[config.mk]
export PLATFORM = sky130hd
export DESIGN_NAME = sensor_change_report_trigger
export DESIGN_NICKNAME = d
export VERILOG_FILES = /design/src/hw/rtl/scrt_pkg.sv /design/src/hw/rtl/scrt_front.sv /design/src/hw/rtl/scrt_queue.sv /design/src/hw/rtl/scrt_back.sv /design/src/hw/rtl/sensor_change_report_trigger.sv
export SDC_FILE = /design/constraint.sdc
export NUM_CORES = 2
export LEC_CHECK = 0
export ABC_CLOCK_PERIOD_IN_PS = 13300
export BUFFER_PORTS_ARGS = -buffer_cell sky130_fd_sc_hd__buf_2
export CELL_PAD_IN_SITES_DETAIL_PLACEMENT = 1
export CELL_PAD_IN_SITES_GLOBAL_PLACEMENT = 1
export CORE_UTILIZATION = 35
export CTS_BUF_LIST = sky130_fd_sc_hd__clkbuf_8
export CTS_CLUSTER_SIZE = 28
export DETAILED_ROUTE_END_ITERATION = 8
export MAX_ROUTING_LAYER = met4
export PLACE_DENSITY_LB_ADDON = 0.1
export SYNTH_ARGS = -nofsm -noshare
export SYNTH_HDL_FRONTEND = slang
export SYNTH_SLANG_ARGS = --single-unit
[constraint.sdc]
create_clock -name clk -period 13.3 [get_ports clk]
set_input_delay 0.665 -clock clk [delete_from_list [all_inputs] [get_ports clk]]
set_output_delay 0.665 -clock clk [all_outputs]
set_load 0.005 [all_outputs]
[src/hw/rtl/scrt_pkg.sv]
// Shared types, codes and constants of the sensor change report trigger.
`default_nettype none

package scrt_pkg;

  // Default number of tracked devices
  localparam int DEVICES_DEF = 16;

  // Depth of the decision queue between front and back
  localparam int QUEUE_DEPTH = 2;

  // Stream widths
  localparam int IN_TDATA_W  = 56;
  localparam int IN_TUSER_W  = 2;
  localparam int OUT_TDATA_W = 24;

  // Configuration port
  localparam int CFG_IDX_W  = 3;
  localparam int CFG_DATA_W = 16;

  localparam logic [CFG_IDX_W-1:0] REG_ENABLE         = 3'd0;
  localparam logic [CFG_IDX_W-1:0] REG_WARN_TEMP      = 3'd1;
  localparam logic [CFG_IDX_W-1:0] REG_WARN_HUM       = 3'd2;
  localparam logic [CFG_IDX_W-1:0] REG_TEMP_DRIFT     = 3'd3;
  localparam logic [CFG_IDX_W-1:0] REG_HUMIDITY_DRIFT = 3'd4;
  localparam logic [CFG_IDX_W-1:0] REG_HOLDOFF        = 3'd5;

  // Register values after reset
  localparam logic               ENABLE_RST         = 1'b1;
  localparam logic signed [15:0] WARN_TEMP_RST      = 16'sd3000;
  localparam logic signed [15:0] WARN_HUM_RST       = 16'sd7000;
  localparam logic [14:0]        TEMP_DRIFT_RST     = 15'd100;
  localparam logic [14:0]        HUMIDITY_DRIFT_RST = 15'd500;
  localparam logic [15:0]        HOLDOFF_RST        = 16'd60;

  // Report reasons
  typedef enum logic [2:0] {
    REASON_SILENT  = 3'd0,
    REASON_FIRST   = 3'd1,
    REASON_ANOMALY = 3'd2,
    REASON_ROSE    = 3'd3,
    REASON_FELL    = 3'd4,
    REASON_DRIFT   = 3'd5
  } reason_t;

  // Batch-end decision passed from front to back
  typedef struct packed {
    logic [3:0]  dev;
    reason_t     reason;
    logic        cross_kind;
    logic        drift_kind;
    logic [15:0] drift_amount;
  } decision_t;

endpackage

`default_nettype wire

[src/hw/rtl/scrt_front.sv]
// Front: accepts readings, tracks per-device band and baseline state, decides at batch end.
`default_nettype none

module scrt_front #(
  parameter int DEVICES = scrt_pkg::DEVICES_DEF
) (
  input  logic                           clk,
  input  logic                           rst,
  input  logic                           cfg_we,
  input  logic [scrt_pkg::CFG_IDX_W-1:0] cfg_index,
  input  logic [scrt_pkg::CFG_DATA_W-1:0] cfg_data,
  input  logic                           in_valid,
  output logic                           in_ready,
  input  logic [3:0]                     device,
  input  logic [1:0]                     sensor_kind,
  input  logic signed [15:0]             reading,
  input  logic                           anomaly,
  input  logic [31:0]                    now_seconds,
  input  logic                           last_in_batch,
  output logic                           push,
  output scrt_pkg::decision_t            push_data,
  input  logic                           queue_full
);
  import scrt_pkg::*;

  localparam int IDX_W = (DEVICES > 1) ? $clog2(DEVICES) : 1;

  // Configuration registers
  logic               enable;
  logic signed [15:0] warn_temp;
  logic signed [15:0] warn_hum;
  logic [14:0]        temp_drift_limit;
  logic [14:0]        humidity_drift_limit;
  logic [15:0]        holdoff_seconds;

  // Per-device state
  logic               reported     [DEVICES];
  logic [1:0]         in_band      [DEVICES];
  logic [1:0]         base_valid   [DEVICES];
  logic [31:0]        report_time  [DEVICES];
  logic signed [15:0] base_val     [DEVICES][2];

  // Open batch scratch
  logic               scr_open;
  logic [3:0]         scr_dev;
  logic               scr_crossed;
  logic               scr_cross_kind;
  logic               scr_cross_rose;
  logic               scr_drift_hit;
  logic               scr_drift_kind;
  logic [15:0]        scr_drift_amount;
  logic [1:0]         scr_seen;
  logic signed [15:0] scr_last_val [2];

  logic               accept;
  logic [3:0]         dev_cur;
  logic               dev_ok;
  logic [IDX_W-1:0]   idx;
  logic               k;
  logic               item_active;
  logic signed [15:0] band;
  logic [14:0]        thr;
  logic               was;
  logic               dev_rep;
  logic signed [18:0] val_x2;
  logic signed [18:0] hyst_lim;
  logic               in_band_now;
  logic signed [15:0] bv;
  logic signed [16:0] diff;
  logic [16:0]        mag;
  logic               drift_ge;
  logic               cross_new;
  logic               drift_new;
  logic               crossed_next;
  logic               cross_kind_next;
  logic               cross_rose_next;
  logic               drift_hit_next;
  logic               drift_kind_next;
  logic [15:0]        drift_amount_next;
  logic [1:0]         seen_next;
  logic signed [15:0] last_val_next [2];
  reason_t            reason_pre;
  reason_t            reason_fin;
  logic [31:0]        elapsed;
  logic               held;
  logic               batch_end;
  logic               report;

  assign in_ready = !queue_full;
  assign accept   = in_valid && in_ready;

  // Device of the batch comes from its first reading
  assign dev_cur     = scr_open ? scr_dev : device;
  assign dev_ok      = {28'd0, dev_cur} < 32'(DEVICES);
  assign idx         = IDX_W'(dev_cur);
  assign k           = sensor_kind[0];
  assign item_active = dev_ok && !sensor_kind[1];

  // Band test with hysteresis of half the drift limit (compared at twice scale)
  assign band        = k ? warn_hum : warn_temp;
  assign thr         = k ? humidity_drift_limit : temp_drift_limit;
  assign was         = in_band[idx][k];
  assign dev_rep     = reported[idx];
  assign val_x2      = {{2{reading[15]}}, reading, 1'b0};
  assign hyst_lim    = $signed({{2{band[15]}}, band, 1'b0}) - $signed({4'd0, thr});
  assign in_band_now = was ? (val_x2 > hyst_lim) : (reading > band);

  // Drift magnitude against the batch-start baseline
  assign bv       = base_val[idx][k];
  assign diff     = $signed({reading[15], reading}) - $signed({bv[15], bv});
  assign mag      = diff[16] ? 17'(-diff) : 17'(diff);
  assign drift_ge = mag[15:0] >= {1'b0, thr};

  assign cross_new = item_active && dev_rep && (in_band_now != was);
  assign drift_new = item_active && !(scr_open && scr_drift_hit) && dev_rep &&
                     base_valid[idx][k] && drift_ge;

  // Scratch as it stands after this reading; a closed batch starts from clear
  always_comb begin
    crossed_next      = scr_open && scr_crossed;
    cross_kind_next   = scr_open && scr_cross_kind;
    cross_rose_next   = scr_open && scr_cross_rose;
    drift_hit_next    = scr_open && scr_drift_hit;
    drift_kind_next   = scr_open && scr_drift_kind;
    drift_amount_next = scr_open ? scr_drift_amount : 16'd0;
    seen_next         = scr_open ? scr_seen : 2'b00;
    last_val_next[0]  = scr_last_val[0];
    last_val_next[1]  = scr_last_val[1];
    if (cross_new) begin
      crossed_next    = 1'b1;
      cross_kind_next = k;
      cross_rose_next = in_band_now;
    end
    if (drift_new) begin
      drift_hit_next    = 1'b1;
      drift_kind_next   = k;
      drift_amount_next = mag[15:0];
    end
    if (item_active) begin
      seen_next[k]     = 1'b1;
      last_val_next[k] = reading;
    end
  end

  // Reason by precedence, then holdoff on anomaly and drift
  always_comb begin
    if (!dev_rep) begin
      reason_pre = REASON_FIRST;
    end else if (crossed_next) begin
      reason_pre = cross_rose_next ? REASON_ROSE : REASON_FELL;
    end else if (anomaly) begin
      reason_pre = REASON_ANOMALY;
    end else if (drift_hit_next) begin
      reason_pre = REASON_DRIFT;
    end else begin
      reason_pre = REASON_SILENT;
    end
  end

  assign elapsed    = now_seconds - report_time[idx];
  assign held       = elapsed < {16'd0, holdoff_seconds};
  assign reason_fin = ((reason_pre == REASON_ANOMALY || reason_pre == REASON_DRIFT) && held)
                      ? REASON_SILENT : reason_pre;

  assign batch_end = accept && enable && last_in_batch && dev_ok;
  assign report    = batch_end && (reason_fin != REASON_SILENT);

  assign push = batch_end;
  always_comb begin
    push_data.dev          = dev_cur;
    push_data.reason       = reason_fin;
    push_data.cross_kind   = cross_kind_next;
    push_data.drift_kind   = drift_kind_next;
    push_data.drift_amount = drift_amount_next;
  end

  // Configuration writes
  always_ff @(posedge clk) begin
    if (rst) begin
      enable               <= ENABLE_RST;
      warn_temp            <= WARN_TEMP_RST;
      warn_hum             <= WARN_HUM_RST;
      temp_drift_limit     <= TEMP_DRIFT_RST;
      humidity_drift_limit <= HUMIDITY_DRIFT_RST;
      holdoff_seconds      <= HOLDOFF_RST;
    end else if (cfg_we) begin
      unique case (cfg_index)
        REG_ENABLE:         enable               <= cfg_data[0];
        REG_WARN_TEMP:      warn_temp            <= cfg_data;
        REG_WARN_HUM:       warn_hum             <= cfg_data;
        REG_TEMP_DRIFT:     temp_drift_limit     <= cfg_data[14:0];
        REG_HUMIDITY_DRIFT: humidity_drift_limit <= cfg_data[14:0];
        REG_HOLDOFF:        holdoff_seconds      <= cfg_data;
        default: ;
      endcase
    end
  end

  // Batch scratch: open flag is control, the rest is qualified by it
  always_ff @(posedge clk) begin
    if (rst) begin
      scr_open <= 1'b0;
    end else if (accept) begin
      if (!enable || last_in_batch) begin
        scr_open <= 1'b0;
      end else begin
        scr_open <= 1'b1;
      end
    end
    if (accept && enable && !last_in_batch) begin
      scr_dev          <= dev_cur;
      scr_crossed      <= crossed_next;
      scr_cross_kind   <= cross_kind_next;
      scr_cross_rose   <= cross_rose_next;
      scr_drift_hit    <= drift_hit_next;
      scr_drift_kind   <= drift_kind_next;
      scr_drift_amount <= drift_amount_next;
      scr_seen         <= seen_next;
      scr_last_val[0]  <= last_val_next[0];
      scr_last_val[1]  <= last_val_next[1];
    end
  end

  // Per-device flags
  always_ff @(posedge clk) begin
    if (rst) begin
      for (int i = 0; i < DEVICES; i++) begin
        reported[i]   <= 1'b0;
        in_band[i]    <= 2'b00;
        base_valid[i] <= 2'b00;
      end
    end else begin
      if (accept && enable && item_active) begin
        in_band[idx][k] <= in_band_now;
      end
      if (report) begin
        reported[idx]   <= 1'b1;
        base_valid[idx] <= base_valid[idx] | seen_next;
      end
    end
  end

  // Report time and baselines, written on a report
  always_ff @(posedge clk) begin
    if (report) begin
      report_time[idx] <= now_seconds;
      for (int j = 0; j < 2; j++) begin
        if (seen_next[j]) begin
          base_val[idx][j] <= last_val_next[j];
        end
      end
    end
  end

endmodule

`default_nettype wire

[src/hw/rtl/scrt_queue.sv]
// Short decision queue between the front and the back.
`default_nettype none

module scrt_queue (
  input  logic                clk,
  input  logic                rst,
  input  logic                push,
  input  scrt_pkg::decision_t push_data,
  output logic                full,
  input  logic                pop,
  output logic                nonempty,
  output scrt_pkg::decision_t pop_data
);
  import scrt_pkg::*;

  localparam int PTR_W = (QUEUE_DEPTH > 1) ? $clog2(QUEUE_DEPTH) : 1;
  localparam int CNT_W = $clog2(QUEUE_DEPTH + 1);

  decision_t          entries [QUEUE_DEPTH];
  logic [PTR_W-1:0]   wr_ptr;
  logic [PTR_W-1:0]   rd_ptr;
  logic [CNT_W-1:0]   count;

  assign full     = count == CNT_W'(QUEUE_DEPTH);
  assign nonempty = count != '0;
  assign pop_data = entries[rd_ptr];

  // Pointers and fill count
  always_ff @(posedge clk) begin
    if (rst) begin
      wr_ptr <= '0;
      rd_ptr <= '0;
      count  <= '0;
    end else begin
      if (push) begin
        wr_ptr <= (wr_ptr == PTR_W'(QUEUE_DEPTH - 1)) ? '0 : wr_ptr + 1'b1;
      end
      if (pop) begin
        rd_ptr <= (rd_ptr == PTR_W'(QUEUE_DEPTH - 1)) ? '0 : rd_ptr + 1'b1;
      end
      if (push && !pop) begin
        count <= count + 1'b1;
      end else if (pop && !push) begin
        count <= count - 1'b1;
      end
    end
  end

  // Entry storage
  always_ff @(posedge clk) begin
    if (push) begin
      entries[wr_ptr] <= push_data;
    end
  end

endmodule

`default_nettype wire

[src/hw/rtl/scrt_back.sv]
// Back: formats decisions into result requests and holds the output register.
`default_nettype none

module scrt_back (
  input  logic                               clk,
  input  logic                               rst,
  input  logic                               q_nonempty,
  input  scrt_pkg::decision_t                q_data,
  output logic                               q_pop,
  output logic                               out_valid,
  input  logic                               out_ready,
  output logic [scrt_pkg::OUT_TDATA_W-1:0]   out_data
);
  import scrt_pkg::*;

  logic        cause_kind;
  logic [15:0] cause_amount;

  // Cause fields only carry meaning for band and drift reasons
  always_comb begin
    cause_kind   = 1'b0;
    cause_amount = 16'd0;
    unique case (q_data.reason) inside
      REASON_ROSE, REASON_FELL: begin
        cause_kind = q_data.cross_kind;
      end
      REASON_DRIFT: begin
        cause_kind   = q_data.drift_kind;
        cause_amount = q_data.drift_amount;
      end
      default: ;
    endcase
  end

  assign q_pop = q_nonempty && (!out_valid || out_ready);

  // Output register
  always_ff @(posedge clk) begin
    if (rst) begin
      out_valid <= 1'b0;
    end else if (q_pop) begin
      out_valid <= 1'b1;
    end else if (out_ready) begin
      out_valid <= 1'b0;
    end
    if (q_pop) begin
      out_data <= {cause_amount, cause_kind, q_data.reason, q_data.dev};
    end
  end

endmodule

`default_nettype wire

[src/hw/rtl/sensor_change_report_trigger.sv]
// A batch's last reading writes a decision queue entry, which then loads the output register.
// One reading per cycle while the decision queue is not full; each is classified against registered state.
// s_axis_tready drops only while both entries of the decision queue are occupied.
// Reset clears reported, band and baseline-valid flags, any open batch, the queue and the
// output register, and loads the register defaults; report times and baselines load on report.
`default_nettype none

module sensor_change_report_trigger #(
  parameter int DEVICES = scrt_pkg::DEVICES_DEF
) (
  input  logic                             clk,
  input  logic                             rst,
  input  logic                             cfg_we,
  input  logic [scrt_pkg::CFG_IDX_W-1:0]   cfg_index,
  input  logic [scrt_pkg::CFG_DATA_W-1:0]  cfg_data,
  input  logic                             s_axis_tvalid,
  output logic                             s_axis_tready,
  // device[3:0], reading[19:4], anomaly[20], now_seconds[52:21], zero pad[55:53]
  input  logic [scrt_pkg::IN_TDATA_W-1:0]  s_axis_tdata,
  // sensor_kind[1:0]
  input  logic [scrt_pkg::IN_TUSER_W-1:0]  s_axis_tuser,
  input  logic                             s_axis_tlast,
  output logic                             m_axis_tvalid,
  input  logic                             m_axis_tready,
  // out_device[3:0], report_reason[6:4], cause_kind[7], cause_amount[23:8]
  output logic [scrt_pkg::OUT_TDATA_W-1:0] m_axis_tdata
);
  import scrt_pkg::*;

  logic      q_push;
  logic      q_full;
  logic      q_pop;
  logic      q_nonempty;
  decision_t q_in;
  decision_t q_out;

  // Front: batch tracking and decision
  scrt_front #(
    .DEVICES(DEVICES)
  ) u_front (
    .clk          (clk),
    .rst          (rst),
    .cfg_we       (cfg_we),
    .cfg_index    (cfg_index),
    .cfg_data     (cfg_data),
    .in_valid     (s_axis_tvalid),
    .in_ready     (s_axis_tready),
    .device       (s_axis_tdata[3:0]),
    .sensor_kind  (s_axis_tuser[1:0]),
    .reading      (s_axis_tdata[19:4]),
    .anomaly      (s_axis_tdata[20]),
    .now_seconds  (s_axis_tdata[52:21]),
    .last_in_batch(s_axis_tlast),
    .push         (q_push),
    .push_data    (q_in),
    .queue_full   (q_full)
  );

  // Decision queue
  scrt_queue u_queue (
    .clk      (clk),
    .rst      (rst),
    .push     (q_push),
    .push_data(q_in),
    .full     (q_full),
    .pop      (q_pop),
    .nonempty (q_nonempty),
    .pop_data (q_out)
  );

  // Back: result formatting and output register
  scrt_back u_back (
    .clk       (clk),
    .rst       (rst),
    .q_nonempty(q_nonempty),
    .q_data    (q_out),
    .q_pop     (q_pop),
    .out_valid (m_axis_tvalid),
    .out_ready (m_axis_tready),
    .out_data  (m_axis_tdata)
  );

  // Queue never written while full
  a_no_overflow: assert property (@(posedge clk) disable iff (rst)
    q_push |-> !q_full)
    else $error("decision queue overflow");

  // Queue never read while empty
  a_no_underflow: assert property (@(posedge clk) disable iff (rst)
    q_pop |-> q_nonempty)
    else $error("decision queue underflow");

  // A nonzero amount only accompanies a drift reason
  a_amount_drift: assert property (@(posedge clk) disable iff (rst)
    (m_axis_tvalid && (m_axis_tdata[23:8] != 16'd0)) |-> (m_axis_tdata[6:4] == REASON_DRIFT))
    else $error("cause amount set without drift reason");

  // A popped decision is presented in the output register in the next cycle
  a_pop_loads: assert property (@(posedge clk) disable iff (rst)
    q_pop |=> m_axis_tvalid)
    else $error("popped decision not presented");

endmodule

`default_nettype wire

# Yosys cells after proc, flatten, opt, wreduce, memory -nomap -nowiden
# Memories as Yosys holds them, arrays and structs flattened. A register that Yosys moved wholly into a read port is not among the register bits.
# Cells that the tools add are included.
dict set report word_totals {
  ff_bits 136
  ram_bits 1186
  input_bits 83
  output_inout_bits 26
  wordCells 179
  n_memories 7
}
dict set report op_classes {
  addsub 8
  n_lt_le_gt_ge 8
  eq_ne 12
  muxes 71
  bitwise 3
  reduce_logical 49
}
# name depth word_bits read_ports rd_clocked_by_memory_dff wr line
set mem_list {}
lappend mem_list {u_front.base_val 16 32 1 0 1 scrt_front.sv:41} ;# logic signed [15:0] base_val [DEVICES][2];
lappend mem_list {u_front.report_time 16 32 1 0 1 scrt_front.sv:40} ;# logic [31:0] report_time [DEVICES];
lappend mem_list {u_queue.entries 2 25 1 1 1 scrt_queue.sv:19} ;# decision_t entries [QUEUE_DEPTH];
lappend mem_list {u_front.base_valid 16 2 1 0 16 scrt_front.sv:39} ;# logic [1:0] base_valid [DEVICES];
lappend mem_list {u_front.in_band 16 2 1 0 16 scrt_front.sv:38} ;# logic [1:0] in_band [DEVICES];
lappend mem_list {u_front.scr_last_val 2 16 2 0 2 scrt_front.sv:53} ;# logic signed [15:0] scr_last_val [2];
lappend mem_list {{1 more memories} - - - - - -}
# op count
set ops {}
lappend ops {{2-to-1 mux 16 bit} 8}
lappend ops {{2-to-1 mux 1 bit} 39}
lappend ops {{bitwise mux 32 bit} 1}
lappend ops {{< comparator 32 x 16 -> 1 bit} 1}
lappend ops {{2-to-1 mux 32 bit} 1}
lappend ops {{subtractor 32 bit} 1}
lappend ops {{logical AND 1 bit} 23}
lappend ops {{greater-than comparator 17 x 18 -> 1 bit} 1}
lappend ops {{2-to-1 mux 3 bit} 6}
lappend ops {{subtractor 17 x 16 -> 18 bit} 1}
lappend ops {{subtractor 16 x 16 -> 17 bit} 1}
lappend ops {{demux 16 bit (select 1 bit)} 1}
lappend ops {{greater-or-equal comparator 16 x 15 -> 1 bit} 1}
lappend ops {{greater-than comparator 16 bit} 1}
lappend ops {{2-to-1 mux 2 bit} 8}
lappend ops {{2-to-1 mux 4 bit} 4}
lappend ops {{negation 16 bit} 1}
lappend ops {{== test 3 bit, second input constant} 5}
lappend ops {{2-to-1 mux 15 bit} 1}
lappend ops {{== test 3 x 2 -> 1 bit, second input constant} 4}
lappend ops {{AND reduction 2 bit} 6}
lappend ops {{zero test 1 bit} 8}
lappend ops {{nonzero test 2 bit} 3}
lappend ops {{OR reduction 2 bit} 3}
lappend ops {{other kinds (18)} 22}

# Longest topological paths before layout
# An unclocked memory read counts as a cell.
dict set report depth {
  ltp_word 26
  depth_mapped 36
  mapped_depth_nobuf 30
}

# By module
# Synthesis repeated with hierarchy kept, for this count alone.
dict set report unflattened {
  hier_cells 3647
  area_unflattened_um2 56905.8
}
# module instances cells_each area_each_um2 seq_area_each_um2
set by_module_without_submodules {}
lappend by_module_without_submodules {scrt_front 1 3496 53964.3 36364.9}
lappend by_module_without_submodules {scrt_queue 1 100 2013.2 1601.5}
lappend by_module_without_submodules {scrt_back 1 51 928.4 740.7}

# Least setup slack after synthesis
# Ideal clock, no wire load.
dict set report synth_timing {
  kind {input to register}
  start {input port s_axis_tdata[0] (netlist name)}
  end {memory u_front.report_time[9][0] (enable)}
  setup_ns 0.468
  t_arrival_ns 9.669
  required_ns 12.832
  slack_ns 3.163
  stages 33
  path_buffers 6
  cell_sequence {mux2i_2 -> inv_2 -> buf_6 -> buf_2 -> clkbuf_1 -> clkbuf_1 -> clkbuf_1 -> clkbuf_1 -> nand2_1 -> nand3_1 -> a21oi_1 -> o41ai_1 -> ha_1 -> inv_1 -> fa_1 -> a21o_1 -> a221oi_1 -> a21oi_1 -> a21oi_1 -> o2111a_1 -> nor4b_2 -> nor2_1 -> xnor2_1 -> ha_1 -> a2111oi_0 -> o21ai_0 -> a21oi_1 -> o211ai_1 -> a221o_1 -> mux2_4 -> a21oi_4 -> or3_1 -> nor3b_1}
}
dict set report synth_between {
  elab_chain_len 23
  elab_cells_between_ends 43
  cone_classes {add/sub: 3; order compare: 2; eq/ne: 3; mux: 21; reduce/logical: 9; memory: 5}
}
# element line
set synth_lines {}
lappend synth_lines {{start, declared} sensor_change_report_trigger.sv:19} ;# input logic [scrt_pkg::IN_TDATA_W-1:0] s_axis_tdata,
lappend synth_lines {{2-to-1 mux 4 bit (*)} scrt_front.sv:93} ;# assign dev_cur = scr_open ? scr_dev : device;
lappend synth_lines {{memory (16 x 32 bit)} -}
lappend synth_lines {{2-to-1 mux 16 bit (implied by the code) (3 in a row)} scrt_front.sv:109} ;# assign bv = base_val[idx][k];
lappend synth_lines {{subtractor 16 x 16 -> 17 bit} scrt_front.sv:110} ;# assign diff = $signed({reading[15], reading}) - $signed({bv[15], bv});
lappend synth_lines {{negation 16 bit} scrt_front.sv:111} ;# assign mag = diff[16] ? 17'(-diff) : 17'(diff);
lappend synth_lines {{2-to-1 mux 16 bit} scrt_front.sv:111}
lappend synth_lines {{greater-or-equal comparator 16 x 15 -> 1 bit} scrt_front.sv:112} ;# assign drift_ge = mag[15:0] >= {1'b0, thr};
lappend synth_lines {{logical AND 1 bit} scrt_front.sv:116} ;# base_valid[idx][k] && drift_ge;
lappend synth_lines {{(+5 left out)} -}
lappend synth_lines {{== test 3 x 2 -> 1 bit or == test 3 bit (tied branches)} scrt_front.sv:162} ;# assign reason_fin = ((reason_pre == REASON_ANOMALY || reason_pre == REASON_DRIFT) && held)
lappend synth_lines {{logical OR 1 bit} scrt_front.sv:162}
lappend synth_lines {{logical AND 1 bit} scrt_front.sv:162}
lappend synth_lines {{2-to-1 mux 3 bit} scrt_front.sv:163} ;# ? REASON_SILENT : reason_pre;
lappend synth_lines {{nonzero test 3 bit} scrt_front.sv:166} ;# assign report = batch_end && (reason_fin != REASON_SILENT);
lappend synth_lines {{logical AND 1 bit} scrt_front.sv:166}
lappend synth_lines {{2-to-1 mux 1 bit} scrt_front.sv:245} ;# if (report) begin
lappend synth_lines {{2-to-1 mux 1 bit (implied by the code)} scrt_front.sv:246} ;# report_time[idx] <= now_seconds;
lappend synth_lines {{end, declared} scrt_front.sv:40}
# Mark *: on every way between the ends. The rest lies on a longest branch, timed or not. The select of a mux whose other input is x is not followed.

# Final worst setup path
dict set report layout_timing {
  start {register u_front.scr_open}
  end {memory u_front.report_time[12][2] (enable)}
}
dict set report layout_between {
  elab_chain_len 23
  elab_cells_between_ends 48
  cone_classes {add/sub: 3; order compare: 2; eq/ne: 3; mux: 21; reduce/logical: 14; memory: 5}
}
# element line
set layout_lines {}
lappend layout_lines {{start, declared} scrt_front.sv:44} ;# logic scr_open;
lappend layout_lines {{start signal, assigned} scrt_front.sv:202} ;# scr_open <= 1'b0;
lappend layout_lines {{start signal, assigned} scrt_front.sv:205} ;# scr_open <= 1'b0;
lappend layout_lines {{start signal, assigned} scrt_front.sv:207} ;# scr_open <= 1'b1;
lappend layout_lines {{2-to-1 mux 4 bit} scrt_front.sv:93}
lappend layout_lines {{memory (16 x 32 bit)} -}
lappend layout_lines {{2-to-1 mux 16 bit (implied by the code) (3 in a row)} scrt_front.sv:109}
lappend layout_lines {{subtractor 16 x 16 -> 17 bit} scrt_front.sv:110}
lappend layout_lines {{negation 16 bit} scrt_front.sv:111}
lappend layout_lines {{2-to-1 mux 16 bit} scrt_front.sv:111}
lappend layout_lines {{greater-or-equal comparator 16 x 15 -> 1 bit} scrt_front.sv:112}
lappend layout_lines {{logical AND 1 bit} scrt_front.sv:116}
lappend layout_lines {{(+5 left out)} -}
lappend layout_lines {{== test 3 x 2 -> 1 bit or == test 3 bit (tied branches)} scrt_front.sv:162}
lappend layout_lines {{logical OR 1 bit} scrt_front.sv:162}
lappend layout_lines {{logical AND 1 bit} scrt_front.sv:162}
lappend layout_lines {{2-to-1 mux 3 bit} scrt_front.sv:163}
lappend layout_lines {{nonzero test 3 bit} scrt_front.sv:166}
lappend layout_lines {{logical AND 1 bit} scrt_front.sv:166}
lappend layout_lines {{2-to-1 mux 1 bit} scrt_front.sv:245}
lappend layout_lines {{2-to-1 mux 1 bit (implied by the code)} scrt_front.sv:246}
# Several ways; a longest one is shown, not always the timed one. The select of a mux whose other input is x is not followed.

==> results.yml <==
synthesis:
  yosysMostFrequentCell: "nand2_1"
  synth_compound_area_share_pct: 8.13
  synthTopCellsByArea: "edfxtp_1 (63%), nand2_1 (8.1%), nand3_1 (4.1%)"
  seq_area_frac_synth_pct: 66.1
  synth_common_cells: "nand2_1 (1257), edfxtp_1 (1221), nand3_1 (476)"
  syn_inst: 4897
  netlist_area_sq_um: 58500
  syn_nets: 5108
  synth_seq_cells: 1323
  syn_area_per_cell_sq_um: 12.0
  yosysUniqueCellTypes: 96
  yosys.area_share.xor_xnor_pct: 0.928
  synthFlopType: "edfxtp_1"
  synth_edf_count: 1221
  synth_top_family_by_area: "simple AND/OR/NAND/NOR gates"
  synth-simple-area-share_pct: 16.2
  ys_async_sr_fraction_pct: 0
  synth_fa_ha_area_share_pct: 2.77
  synth.area.mux_share_pct: 3.15
  yosys_warnings: 0
  synth_top_cell_by_area: "edfxtp_1"
  synth.top_cell.area_share_pct: 62.6
clock_network:
  cts_tree: "done"
  cts_max_level: 4
  clkTransAtPathRegs_ns: 0.06
  post_cts_resized: 0
  clk_path_buf_depth: 3
  cts_setup_buffers: 0
  root_buffer: "clkbuf_8"
  cts_sinks: 1323
  numCtsBuffers: 227
  holdBufCountCts: 24
  clk_latency_ns: 0.97
floorplan:
  initial_core_util_pct: 35.4
  fp.dieArea_sq_um: 169000
  die_h_um: 411
  die_w_um: 411
  rows: 149
  io_pins: 109
  core-area_sq_um: 166000
grt:
  grt_pass1_vias: 41169
  track_usage_pct: 22.8
  grt_max_degree: 165
  grt_pass1_wl_mm: 277
  grt_overflow: 0
  antenna_found_initial: 15
timing:
  rsz0062_at_grt: "false"
  finalSetupViolCount: 0
  finClkSkew_ns: 0.0636
  finalCriticalPeriod_ns: 11.01
  timing.final.crit_share_pct: 82.7
  finalHoldViolCount: 0
  slew_headroom_pct: 15.0
  worst_slew_pin_slew_ns: 1.27
  fmax_mhz: 90.9
  finalMaxSlewViolations: 0
  holdWs_ns: 0.120
  tns_ns: 0
final_layout:
  finish.utilization_pct: 39.9
  drive_gt1_share_pct: 13.2
  stdcell_area_sq_um: 66100
  syn2layout_area_growth_pct: 12.9
  finalNetCount: 5271
setup_path:
  r2r-end: "u_front.report_time[12][2]"
  max_stage_delay_ns: 0.79
  critPathKind: "reg2reg"
  critPathCaptureType: "register"
  r2r_start: "u_front.scr_open"
  critPathRequiredTime_ns: 13.92
  rr_worst_depth: 30
  reg2reg_slack_ns: 2.29
  slowest_stage: "dfxtp_2"
  crit_path_start_kind: "register"
  cp_data_arrival_time_ns: 11.62
  cp_common_cell: "a21oi_1"
  cp_max_fo: 43
drt:
  drt-initial-drc-count: 2824
  drt_wl_total_mm: 188
  ant_nets: 0
  drc: 0
  vias: 40015
  avgRoutedWirePerCell_um: 25.3
  drt_pre_antenna_iters: 6
  drt-vias-per-instance: 5.39
placement:
  place_area_sq_um: 61800
  dpl.hpwl_mm: 112
  place.gp.congestion: 0.815
  io_buffer_count: 105
hold_path:
  whs_endpoint: "u_front.report_time[1][31]"
  hold_class: "in2reg"
  worstHoldStart: "s_axis_tdata[52]"
  hold_depth: 1
power_and_ir_drop:
  power.static_leakage_nw: 23.5
  ir_drop_uv: 103
  p_per_area_nw_per_um2: 154
run:
  drv_cap: 0
run_status:
  outcome: "completed"
[worst max-delay path: cells and delay by family, from the launching register on]
family / cells / cell delay (ns)
AO/OA/AOI/OAI: 16 / 4.56
XOR/XNOR: 1 / 0.35
adder cells (fa/ha/maj): 2 / 0.76
buffers and inverters: 5 / 2.61
flip-flops: 1 / 0.79
multiplexers: 2 / 0.90
AND/OR/NAND/NOR: 4 / 0.60
[worst max path at each step]
stage / from / end / slack (ns)
5_1_grt: u_front.scr_open / u_front.report_time[12][2] / 1.63
4_1_cts: u_front.scr_open / u_front.report_time[12][2] / 2.23
6_report: u_front.scr_open / u_front.report_time[12][2] / 2.29
2_1_floorplan: s_axis_tdata[0] / u_front.report_time[9][0] / 3.16
3_3_place_gp: u_front.scr_open / u_front.report_time[12][3] / 2.34
3_5_place_dp: u_front.scr_open / u_front.report_time[12][3] / 2.25
[cells by family after synthesis]
logic type | count (synthesis)
AOI/OAI and AO/OA | 678
buffers and inverters | 401
DFF | 1323
xor gates and xnor gates | 62
adders and majority gates | 128
muxes | 136
and+or+nand+nor | 2169
[layer usage]
| metal | share of wire [%] | up-vias | global-route usage, % |
|---|---|---|---|
| li1 | - | 18387 | - |
| met4 | 2.2 | 0 | 5.83 |
| met3 | 3.8 | 288 | 3.09 |
| met1 | 47 | 20518 | 31.0 |
| met2 | 47 | 822 | 35.8 |
| met5 | 0 | - | - |
[through the flow]
step | total power [mW] | instances | worst slack [ns]
finish | 10.2 | 7425 | 2.29
global route | 10.6 | 7424 | 1.63
CTS | 10.3 | 7416 | 2.23
detailed placement | 6.87 | 6996 | 2.25
global placement | 6.84 | 6996 | 2.34
floorplan | 6.12 | 4897 | 3.16
[flip-flops by register name, indices dropped and copies added (netlist names), 2 cells and up, named ones only]
| name | count |
|---|---|
| u_front.base_val | 512 |
| u_front.report_time | 512 |
| u_queue.entries | 50 |
| u_front.base_valid | 32 |
| u_front.in_band | 32 |
| u_front.scr_last_val | 32 |
| u_back.out_data | 24 |
| u_front.holdoff_seconds | 16 |
| u_front.reported | 16 |
| u_front.scr_drift_amount | 16 |
| u_front.warn_hum | 16 |
| u_front.warn_temp | 16 |
| u_front.humidity_drift_limit | 15 |
| u_front.temp_drift_limit | 15 |
| u_front.scr_dev | 4 |
| u_front.scr_seen | 2 |
| u_queue.count | 2 |
[cells in the final DEF, fill, tap and decap left out, types with 101 or more instances in the layout]
cell type | netlist | routed
a21oi_1 | 186 | 184
a311oi_1 | 119 | 119
buf_2 | 14 | 103
buf_4 | 1 | 102
clkbuf_8 | 0 | 232
dfxtp_1 | 102 | 101
edfxtp_1 | 1221 | 1221
ha_1 | 125 | 125
inv_1 | 94 | 171
nand2_1 | 1257 | 1256
nand3_1 | 476 | 476
nor2_1 | 136 | 128
[power by group]
| part | total, mW | switching (mW) | internal (mW) |
|---|---|---|---|
| clock | 3.38 | 1.71 | 1.67 |
| sequential | 4.76 | 0.0418 | 4.72 |
| combinational | 2.01 | 1.37 | 0.647 |
| total | 10.2 | 3.11 | 7.04 |
[final cells by class]
type	instances	area, sq um
Clock inverter	164	846
Inverter	98	384
Multi-Input combinational cell	3173	18500
Tap cell	2189	2740
Sequential cell	1323	38700
Fill cell	17638	99400
Clock buffer	232	3190
Timing Repair Buffer	237	1680
Antenna cell	9	22.5
Note: power is estimated with default switching activity, not from simulation.
